File: src/design/sbc_pkg.sv
// ----------------------------------------------------------------------------
// sbc_pkg: shared types and constants for the scan block carry unit
// Transfer structs for the item and result channels, the configuration
// struct, element type codes and register indexes.
// ----------------------------------------------------------------------------
package sbc_pkg;

    // Element type codes
    localparam logic [1:0] ETYPE_S32 = 2'd0;
    localparam logic [1:0] ETYPE_U32 = 2'd1;
    localparam logic [1:0] ETYPE_S64 = 2'd2;
    localparam logic [1:0] ETYPE_U64 = 2'd3;

    // Register indexes (byte address = 4 * index)
    localparam logic REG_ELEMENT_TYPE   = 1'b0;
    localparam logic REG_INCLUSIVE_MODE = 1'b1;

    localparam int unsigned DATA_W = 64;

    typedef struct packed {
        logic [5:0]        block_number;
        logic [DATA_W-1:0] first_output;
        logic [DATA_W-1:0] last_output;
        logic [DATA_W-1:0] last_input;
    } item_t;

    typedef struct packed {
        logic [5:0]        block_echo;
        logic [DATA_W-1:0] original_value;
        logic [DATA_W-1:0] injected_value;
        logic              status;
    } result_t;

    typedef struct packed {
        logic [1:0] element_type;
        logic       inclusive_mode;
    } cfg_t;

    // Result of an overflow-checked add
    typedef struct packed {
        logic              ovf;
        logic [DATA_W-1:0] value;
    } add_res_t;

endpackage

File: src/design/scan_block_carry_checked.sv
// ----------------------------------------------------------------------------
// scan_block_carry_checked: carry propagation between scan blocks
// One item per block of a blocked prefix sum; returns the value to keep and
// the value to inject into the block's first element, overflow-checked.
// ----------------------------------------------------------------------------
// Usage:
//   item channel (item_valid/item_ready/item) carries one block descriptor;
//   result channel (result_valid/result_ready/result) returns one result per
//   item, in order. The APB port sets element_type (0x0) and inclusive_mode
//   (0x4); write it only while no item is in flight.
// Pipeline: an accepted item passes through the input stage and the result
//   stage (two register stages) before it appears on the result port.
// Throughput: one item per cycle while result_ready is high; the carry loop
//   goes from the carry register through two 64-bit checked adds back into it.
// Reset: carry clears to zero, element_type to signed 32-bit, inclusive_mode
//   to 1; both stages empty.
// Stall: while result_ready is low the result register holds; the input
//   stage still takes one more item, then item_ready drops until the result
//   is transferred.
// ----------------------------------------------------------------------------
module scan_block_carry_checked
    import sbc_pkg::*;
(
    input  logic        clk,
    input  logic        rst_n,
    input  logic        item_valid,
    output logic        item_ready,
    input  item_t       item,
    output logic        result_valid,
    input  logic        result_ready,
    output result_t     result,
    input  logic        psel,
    input  logic        penable,
    input  logic        pwrite,
    input  logic [2:0]  paddr,
    input  logic [31:0] pwdata,
    output logic [31:0] prdata,
    output logic        pready
);

    cfg_t    cfg;
    logic    stage_valid_reg;
    item_t   stage_item_reg;
    logic    result_valid_reg;
    result_t result_reg;
    result_t result_next;
    logic    result_load;
    logic    advance;
    logic    accept;

    sbc_cfg_regs u_cfg (
        .clk     (clk),
        .rst_n   (rst_n),
        .psel    (psel),
        .penable (penable),
        .pwrite  (pwrite),
        .paddr   (paddr),
        .pwdata  (pwdata),
        .prdata  (prdata),
        .pready  (pready),
        .cfg     (cfg)
    );

    sbc_carry_unit u_carry (
        .clk    (clk),
        .rst_n  (rst_n),
        .cfg    (cfg),
        .item   (stage_item_reg),
        .commit (advance),
        .result (result_next)
    );

    // Handshake
    assign result_load = !result_valid_reg || result_ready;
    assign advance     = stage_valid_reg && result_load;
    assign item_ready  = !stage_valid_reg || result_load;
    assign accept      = item_valid && item_ready;

    // Input stage
    always_ff @(posedge clk or negedge rst_n)
    begin
        if (!rst_n)
            stage_valid_reg <= 1'b0;
        else if (accept)
            stage_valid_reg <= 1'b1;
        else if (advance)
            stage_valid_reg <= 1'b0;
    end

    always_ff @(posedge clk)
    begin
        if (accept)
            stage_item_reg <= item;
    end

    // Result stage
    always_ff @(posedge clk or negedge rst_n)
    begin
        if (!rst_n)
            result_valid_reg <= 1'b0;
        else if (result_load)
            result_valid_reg <= stage_valid_reg;
    end

    always_ff @(posedge clk)
    begin
        if (advance)
            result_reg <= result_next;
    end

    assign result_valid = result_valid_reg;
    assign result       = result_reg;

    // Overflow results carry zero values
    a_ovf_zero: assert property (@(posedge clk) disable iff (!rst_n)
        result_valid && result.status |->
            result.original_value == '0 && result.injected_value == '0)
        else $error("nonzero values on overflow result");

    // A staged item that cannot move stays staged
    a_stage_hold: assert property (@(posedge clk) disable iff (!rst_n)
        stage_valid_reg && !result_load |=> stage_valid_reg)
        else $error("staged item dropped");

    // Empty input stage always takes a transfer
    a_empty_ready: assert property (@(posedge clk) disable iff (!rst_n)
        !stage_valid_reg |-> item_ready)
        else $error("input stalled while empty");

endmodule

File: src/design/sbc_cfg_regs.sv
// ----------------------------------------------------------------------------
// sbc_cfg_regs: APB configuration registers
// Holds element_type (offset 0x0) and inclusive_mode (offset 0x4).
// Zero wait state; reads return the current register value.
// ----------------------------------------------------------------------------
module sbc_cfg_regs
    import sbc_pkg::*;
(
    input  logic        clk,
    input  logic        rst_n,
    input  logic        psel,
    input  logic        penable,
    input  logic        pwrite,
    input  logic [2:0]  paddr,
    input  logic [31:0] pwdata,
    output logic [31:0] prdata,
    output logic        pready,
    output cfg_t        cfg
);

    cfg_t cfg_reg;
    cfg_t cfg_next;
    logic wr_en;

    assign pready = 1'b1;
    assign wr_en  = psel && penable && pwrite;

    // Write decode
    always_comb
    begin
        cfg_next = cfg_reg;
        if (wr_en)
        begin
            unique case (paddr[2])
                REG_ELEMENT_TYPE:   cfg_next.element_type   = pwdata[1:0];
                REG_INCLUSIVE_MODE: cfg_next.inclusive_mode = pwdata[0];
                default:            cfg_next = cfg_reg;
            endcase
        end
    end

    always_ff @(posedge clk or negedge rst_n)
    begin
        if (!rst_n)
        begin
            cfg_reg.element_type   <= ETYPE_S32;
            cfg_reg.inclusive_mode <= 1'b1;
        end
        else
        begin
            cfg_reg <= cfg_next;
        end
    end

    // Read mux
    always_comb
    begin
        unique case (paddr[2])
            REG_ELEMENT_TYPE:   prdata = {30'd0, cfg_reg.element_type};
            REG_INCLUSIVE_MODE: prdata = {31'd0, cfg_reg.inclusive_mode};
            default:            prdata = 32'd0;
        endcase
    end

    assign cfg = cfg_reg;

endmodule

File: src/design/sbc_carry_unit.sv
// ----------------------------------------------------------------------------
// sbc_carry_unit: running carry and checked adds
// Computes original/injected values for one block from the staged item and
// advances the running carry when the item moves to the result register without overflow.
// ----------------------------------------------------------------------------
module sbc_carry_unit
    import sbc_pkg::*;
(
    input  logic    clk,
    input  logic    rst_n,
    input  cfg_t    cfg,
    input  item_t   item,
    input  logic    commit,
    output result_t result
);

    logic [DATA_W-1:0] carry_reg;
    logic [DATA_W-1:0] carry_next;
    logic              narrow;
    logic [DATA_W-1:0] mask;
    logic [DATA_W-1:0] prior;
    logic [DATA_W-1:0] first;
    logic [DATA_W-1:0] last_out;
    logic [DATA_W-1:0] last_in;
    add_res_t          add_a;
    add_res_t          add_b;
    logic [DATA_W-1:0] original;
    logic [DATA_W-1:0] injected;
    logic [DATA_W-1:0] total;
    logic              ok;

    // Add in the configured element type, flag overflow
    function automatic add_res_t checked_add(input logic [DATA_W-1:0] a,
                                             input logic [DATA_W-1:0] b,
                                             input logic [1:0]        etype);
        logic [DATA_W:0] sum;
        add_res_t        r;
        sum     = {1'b0, a} + {1'b0, b};
        r.value = sum[DATA_W-1:0];
        r.ovf   = 1'b0;
        case (etype)
            ETYPE_S32:
            begin
                r.value = {32'd0, sum[31:0]};
                r.ovf   = (a[31] == b[31]) && (sum[31] != a[31]);
            end
            ETYPE_U32: r.ovf = sum[32];
            ETYPE_S64: r.ovf = (a[63] == b[63]) && (sum[63] != a[63]);
            default:   r.ovf = sum[DATA_W];
        endcase
        return r;
    endfunction

    // Operand masking for 32-bit types
    assign narrow   = (cfg.element_type == ETYPE_S32) || (cfg.element_type == ETYPE_U32);
    assign mask     = narrow ? {32'd0, 32'hFFFF_FFFF} : {DATA_W{1'b1}};
    assign prior    = carry_reg & mask;
    assign first    = item.first_output & mask;
    assign last_out = item.last_output & mask;
    assign last_in  = item.last_input & mask;

    // First add: block total (exclusive) or injected value (inclusive)
    always_comb
    begin
        if (cfg.inclusive_mode)
        begin
            add_a    = checked_add(first, prior, cfg.element_type);
            original = first;
            injected = add_a.value;
            total    = last_out;
        end
        else
        begin
            add_a    = checked_add(last_out, last_in, cfg.element_type);
            original = '0;
            injected = prior;
            total    = add_a.value;
        end
    end

    // Second add: carry advance
    assign add_b = checked_add(prior, total, cfg.element_type);
    assign ok    = !add_a.ovf && !add_b.ovf;

    assign result.block_echo     = item.block_number;
    assign result.original_value = ok ? original : '0;
    assign result.injected_value = ok ? injected : '0;
    assign result.status         = !ok;

    // Narrow types keep the upper half of the carry
    always_comb
    begin
        carry_next = carry_reg;
        if (commit && ok)
        begin
            if (narrow)
                carry_next = {carry_reg[63:32], add_b.value[31:0]};
            else
                carry_next = add_b.value;
        end
    end

    always_ff @(posedge clk or negedge rst_n)
    begin
        if (!rst_n)
            carry_reg <= '0;
        else
            carry_reg <= carry_next;
    end

    // Overflow leaves the carry alone
    a_ovf_holds_carry: assert property (@(posedge clk) disable iff (!rst_n)
        commit && !ok |=> carry_reg == $past(carry_reg))
        else $error("carry changed on overflow");

    // Narrow types never touch the upper carry half
    a_narrow_upper: assert property (@(posedge clk) disable iff (!rst_n)
        narrow |=> carry_reg[63:32] == $past(carry_reg[63:32]))
        else $error("upper carry half changed in 32-bit mode");

    // No commit, no carry change
    a_idle_carry: assert property (@(posedge clk) disable iff (!rst_n)
        !commit |=> $stable(carry_reg))
        else $error("carry changed without commit");

endmodule
File: config.mk
export PLATFORM = sky130hd
export DESIGN_NAME = scan_block_carry_checked
export DESIGN_NICKNAME = d
export VERILOG_FILES = /design/src/design/sbc_pkg.sv /design/src/design/scan_block_carry_checked.sv /design/src/design/sbc_cfg_regs.sv /design/src/design/sbc_carry_unit.sv
export SDC_FILE = /design/constraint.sdc
export NUM_CORES = 1
export LEC_CHECK = 0
export BUFFER_PORTS_ARGS = -buffer_cell sky130_fd_sc_hd__buf_2
export CAP_MARGIN = 25
export CORE_UTILIZATION = 59
export DETAILED_ROUTE_END_ITERATION = 16
export MAX_ROUTING_LAYER = met4
export PLACE_DENSITY = 0.84
export SLEW_MARGIN = 40
export SYNTH_ARGS = -nofsm -noshare
export SYNTH_HDL_FRONTEND = slang
export SYNTH_SLANG_ARGS = --single-unit
File: constraint.sdc
create_clock -name clk -period 7.5 [get_ports clk]
set_clock_uncertainty 0.15 [all_clocks]
set_input_delay 1.125 -clock clk [delete_from_list [all_inputs] [get_ports clk]]
set_output_delay 1.125 -clock clk [all_outputs]
set_load 0.01 [all_outputs]
Yosys cells after proc, flatten, opt, wreduce, memory -nomap -nowiden
Cells that the tools add are included.
{ "totals": {"register_bits": 402, "latchBits": 0, "mem_bits_rw": 0, "rom_bits": 0, "input_bits": 240, "out_inout_bits": 170, "word_cells": 76, "n_memories": 0} }
{ "classes": {"n_addsub": 3, "multipliers": 0, "n_div": 0, "magnitude_cmp": 0, "eq_ne": 14, "n_shift": 0, "n_mux": 13, "n_bitwise": 6, "reduce_logical": 26} }
{ "ops": {"columns": ["operator", "n"], "rows": [
  ["$mux W64", 6],
  ["$and A64 B64 Y64", 4],
  ["$add A64 B64 Y65", 3],
  ["$mux W65", 1],
  ["$pmux W32 S2", 1],
  ["$logic_and A1 B1 Y1", 12],
  ["$pmux W1 S3", 3],
  ["$reduce_and A2 Y1", 4],
  ["$eq A1 B1 Y1", 6],
  ["$ne A1 B1 Y1", 6],
  ["$logic_not A1 Y1", 5],
  ["$logic_or A1 B1 Y1", 3],
  ["$eq A2 B1 Y1 const B", 1],
  ["$eq A2 B2 Y1 const B", 1],
  ["$logic_not A2 Y1", 1],
  ["$mux W1", 2],
  ["$not A1 Y1", 2],
  ["$reduce_bool A2 Y1", 1]
]} }

Logic depth before layout (Yosys ltp)
{ "logic_depth": {"word_depth": 15, "ltp_mapped": 32, "ltp_nobuf": 26} }

By module
A second synthesis with hierarchy kept.
{ "unflattened": {"hier_cells": 2704, "hier_area_um2": 27681.5} }
{ "modules_own_cells": {"columns": ["module", "instances", "cells_per_inst", "area_per_inst_um2", "seq_area_each_um2"], "rows": [
  ["sbc_carry_unit", 1, 2320, 17171.5, 1601.5],
  ["scan_block_carry_checked", 1, 341, 10103.4, 10049.6],
  ["sbc_cfg_regs", 1, 43, 406.6, 76.3]
]} }

Worst setup path before layout
OpenSTA, ideal clock, no wires.
{ "synth_path": {"kind": "input-to-reg", "startpoint": "in result_ready", "endpoint": "reg stage_item_reg[0] in the netlist's numbering (enable)", "arrival_ps": 5861, "required_ps": 6767, "slack_ps": 906, "stages": 2, "path_buffers": 0, "path_cell_list": "nand3b_1 > and2_1"} }
{ "synth_via": {"elab_chain_cells": 3} }
{ "synth_lines": {"columns": ["element", "line", "rtl"], "rows": [
  ["from (decl)", "scan_block_carry_checked.sv:30", "input logic result_ready,"],
  ["$logic_or A1 B1 Y1", "scan_block_carry_checked.sv:74", "assign result_load = !result_valid_reg || result_ready;"],
  ["$logic_or A1 B1 Y1", "scan_block_carry_checked.sv:76", "assign item_ready = !stage_valid_reg || result_load;"],
  ["$logic_and A1 B1 Y1", "scan_block_carry_checked.sv:77", "assign accept = item_valid && item_ready;"],
  ["via accept", "scan_block_carry_checked.sv:49", "logic accept;"],
  ["to (signal assigned)", "scan_block_carry_checked.sv:93", "stage_item_reg <= item;"],
  ["to (decl)", "scan_block_carry_checked.sv:43", "item_t stage_item_reg;"]
]} }
The timed path passes the listed nets, and every way through them passes these cells.
A chain may end at the register's enable or synchronous reset.

Final worst setup path
{ "layout_path": {"startpoint": "reg stage_item_reg[64] in the netlist's numbering", "endpoint": "reg result_reg, in the netlist result[31], data pin"} }
{ "layout_via": {"elab_chain_cells": 10} }
{ "layout_lines": {"columns": ["element", "line", "rtl"], "rows": [
  ["$and A64 B64 Y64 (*)", "sbc_carry_unit.sv:59", "assign last_out = item.last_output & mask;"],
  ["$add A64 B64 Y65", "sbc_carry_unit.sv:38", "sum = {1'b0, a} + {1'b0, b};"],
  ["$mux W64", "sbc_carry_unit.sv:41", "case (etype)"],
  ["$mux W64", "sbc_carry_unit.sv:65", "if (cfg.inclusive_mode)"],
  ["$add A64 B64 Y65", "sbc_carry_unit.sv:38", null],
  ["$ne A1 B1 Y1, on equally long branches", "sbc_carry_unit.sv:48, sbc_carry_unit.sv:45", null],
  ["$logic_and A1 B1 Y1, on equally long branches", "sbc_carry_unit.sv:48, sbc_carry_unit.sv:45", null],
  ["$pmux W1 S3", "sbc_carry_unit.sv:41", null],
  ["$logic_not A1 Y1", "sbc_carry_unit.sv:83", "assign ok = !add_a.ovf && !add_b.ovf;"],
  ["$logic_and A1 B1 Y1 (*)", "sbc_carry_unit.sv:83", null],
  ["to (signal assigned)", "scan_block_carry_checked.sv:108", "result_reg <= result_next;"],
  ["to (decl)", "scan_block_carry_checked.sv:45", "result_t result_reg;"]
]} }
Every way passes the cells marked *; elsewhere a longest branch is shown, timed or not.

==> results.py <==
metrics = {
    "run_status": {
        "status": "complete, no violations",
    },
    "critical_path": {
        "cp_max_fo": 65,
        "cp.arrival_ns": 7.38,
        "cpPeakStageDelay_ns": 0.54,
        "crit_top_cell": "a211oi_1",
        "worstReg2RegStart": "stage_item_reg[64]$_DFFE_PP_",
        "worstPathRequired_ns": 7.72,
        "critPathSlowestCell": "a211oi_1",
        "cp-startpoint": "stage_item_reg[64]$_DFFE_PP_",
        "critPathCaptureType": "register",
        "cp-start-kind": "register",
        "path_class": "reg2reg",
    },
    "synthesis": {
        "synth-simple-area-share_pct": 13.9,
        "ys.flop_type": "edfxtp_1",
        "ys_seq_elements": 402,
        "synthCells": 2753,
        "ys_warn_count": 0,
        "synth_fa_ha_area_share_pct": 8.98,
        "synth_area_mm2": 0.0274,
        "synth.distinct_cells": 89,
        "synth_xor_area_share_pct": 5.71,
        "avgSynthCellArea_um2": 9.96,
        "synthMuxAreaShare_pct": 5.01,
        "synth_edf_count": 333,
        "yosysSeqAreaShare_pct": 42.8,
        "synth_compound_area_share_pct": 19.1,
        "synth_top_family_by_area": "compound AO/OA/AOI/OAI gates",
        "ys_async_sr_fraction_pct": 17.2,
    },
    "floorplanning": {
        "die_width_um": 218,
        "start_util_pct": 60.2,
        "design.core.area_mm2": 0.0456,
        "dieArea_mm2": 0.0474,
        "pin_count": 410,
        "dieHeight_um": 218,
        "rows": 78,
    },
    "worst_hold_path": {
        "hold_class": "reg2reg",
        "hold_start": "stage_item_reg[197]$_DFFE_PP_",
    },
    "cts": {
        "clockRootBuffer": "clkbuf_16",
        "cts_setup_buffers": 0,
        "clk_path_buf_depth": 3,
        "htreeDepth": 2,
        "cts_hold_buf": 0,
        "numCtsBuffers": 42,
        "cts_tree": "done",
        "clkLatencyLatePin_ns": 0.59,
        "cts_resized": 0,
        "cts.clk_slew.worst_paths_ns": 0.06,
        "cts.sinks": 402,
    },
    "power_and_ir_drop": {
        "power_density_mw_per_mm2": 356,
        "p_leak_nw": 13.8,
        "peakVddDrop_v": 0.000278,
    },
    "place": {
        "dpl_cell_area_mm2": 0.0295,
        "numPortBuffers": 346,
        "hpwl_um": 58700,
        "finalWeightedCongestion": 0.968,
    },
    "global_route": {
        "grt_overflow": 0,
        "grt_pass1_vias": 21144,
        "grt_usage_pct": 32.9,
        "grt_max_degree": 145,
        "grt_pass1_wl_um": 118000,
        "antenna_found_initial": 4,
    },
    "route": {
        "drt-initial-drc-count": 2285,
        "wl_per_cell_um": 21.0,
        "final_antenna_net_count": 0,
        "detail_route.vias_per_cell": 6.15,
        "dr_total_vias": 22573,
        "drc": 0,
        "wl_um": 76900,
        "first_pass_iters": 6,
    },
    "sta": {
        "relSlewSlack_pct": 42.9,
        "finalSetupTns_ns": 0,
        "rsz0062_at_grt": "false",
        "fin_crit_sh_pct": 95.5,
        "hold_viol": 0,
        "maxSlewViolCount": 0,
        "fmax_mhz": 140,
        "period_minus_slack_ns": 7.16,
        "worst_pin_slew_ns": 0.846,
        "setup_violations": 0,
    },
    "layout": {
        "largest_register_ffs": 198,
        "drive_above_1_share_pct": 17.5,
        "fillers": 3462,
        "design_area_mm2": 0.0309,
        "fin_nets": 3471,
        "synthToLayoutAreaGrowth_pct": 12.5,
    },
    "flow_run": {
        "drv_cap": 0,
    },
}
## stage by stage
step / util [%] / hold WS [ns] / instances / power, mW / setup WS [ns]
finish: 67.7 / 0.272 / 3672 / 11.0 / 0.338
global route: 67.7 / 0.284 / 3672 / 11.6 / 0.0101
CTS: 67.6 / 0.270 / 3667 / 10.9 / 0.477
detailed placement: 64.6 / 0.268 / 3590 / 8.81 / 0.496
global placement: 64.6 / 0.253 / 3590 / 8.64 / 0.653
floorplan: - / 0.250 / 2782 / 7.36 / 0.906
## layer usage
metal	vias to the layer above	share of wire, %	GRT usage [%]	wire [µm]
met5	-	0	-	0
met4	0	2.0	7.63	1560
met3	120	8.4	4.28	6460
met2	1066	44	48.7	33500
met1	10758	46	47.8	35400
li1	10629	-	-	-
## final cells by class
cell class                      count  area, µm²  area share (%)
Antenna cell                        3       7.51          0.0243
Clock buffer                       51       1110            3.58
Clock inverter                     26        236           0.766
Inverter                          116        435            1.41
Multi-Input combinational cell   2105      14600            47.3
Sequential cell                   402      11700            38.0
Tap cell                          600        751            2.43
Timing Repair Buffer              369       2010            6.50
## critical path: cells and delay by family (launching register included)
| kind | cells | cell delay, ns |
|---|---|---|
| and+or+nand+nor | 5 | 0.56 |
| buffers and inverters | 3 | 0.47 |
| xor gates and xnor gates | 1 | 0.16 |
| AOI/OAI and AO/OA | 15 | 4.01 |
| muxes | 1 | 0.17 |
| adders and majority gates | 3 | 0.99 |
| DFF | 1 | 0.36 |
## cell families after synthesis
family	count (synthesis)
adders and majority gates	195
AOI/OAI and AO/OA	801
muxes	107
DFF	402
and+or+nand+nor	792
xor gates and xnor gates	179
other	2
buffers and inverters	275
## cell usage after synthesis (15+ instances only)
library cell	count	area [µm²]
edfxtp_1	333	10000
a21oi_1	242	1210
nor2_1	224	841
nand2_1	212	796
ha_1	192	2400
o21ai_0	138	691
a21o_1	125	938
inv_1	116	435
and2_1	111	694
xnor2_1	100	876
clkbuf_1	98	368
xor2_1	79	692
dfrtp_1	68	1700
mux2_4	58	871
nand4_1	51	319
nand3_1	41	205
mux2i_1	39	390
nor3_1	37	185
buf_4	34	255
a22o_1	29	254
o21bai_1	29	218
a31oi_1	27	169
a22oi_1	26	195
o21a_1	26	195
o211ai_1	25	188
nand2b_1	24	150
a211oi_1	23	173
nor2b_1	21	131
and3_1	19	119
buf_2	19	95.1
or3_1	16	100
o31ai_1	15	113
## layout by cell type, fill, tap and decap left out, types with 51 or more instances in the layout
cell type	synthesis	final
dfrtp_1	68	67
and2_1	111	109
edfxtp_1	333	333
a21o_1	125	125
nor2_1	224	223
nand2_1	212	212
nand4_1	51	51
inv_1	116	116
mux2_4	58	58
buf_2	19	346
a21oi_1	242	242
xnor2_1	100	100
o21ai_0	138	138
xor2_1	79	79
ha_1	192	192
## where the power goes
part           leakage, nW  switching (mW)  internal [mW]  total [mW]
clock network        0.659           0.896           1.17        2.06
logic                 9.06            3.29           2.29        5.59
registers             4.09           0.394           2.94        3.33
total                 13.8            4.58           6.39        11.0
## worst paths after layout
path,endpoint,slack (ns),cells past startpoint
min reg2reg,result[134]$_DFFE_PP_,0.27,0
min in group asynchronous,u_carry.carry_reg[0]$_DFFE_PN0P_,0.51,2
max in group asynchronous,u_cfg.cfg[2]$_DFFE_PN0P_,6.16,2
min,result[134]$_DFFE_PP_,0.27,0
max reg2reg,result[31]$_SDFFCE_PP0P_,0.34,28
max,result[31]$_SDFFCE_PP0P_,0.34,28
(Power assumes the default switching activity.)
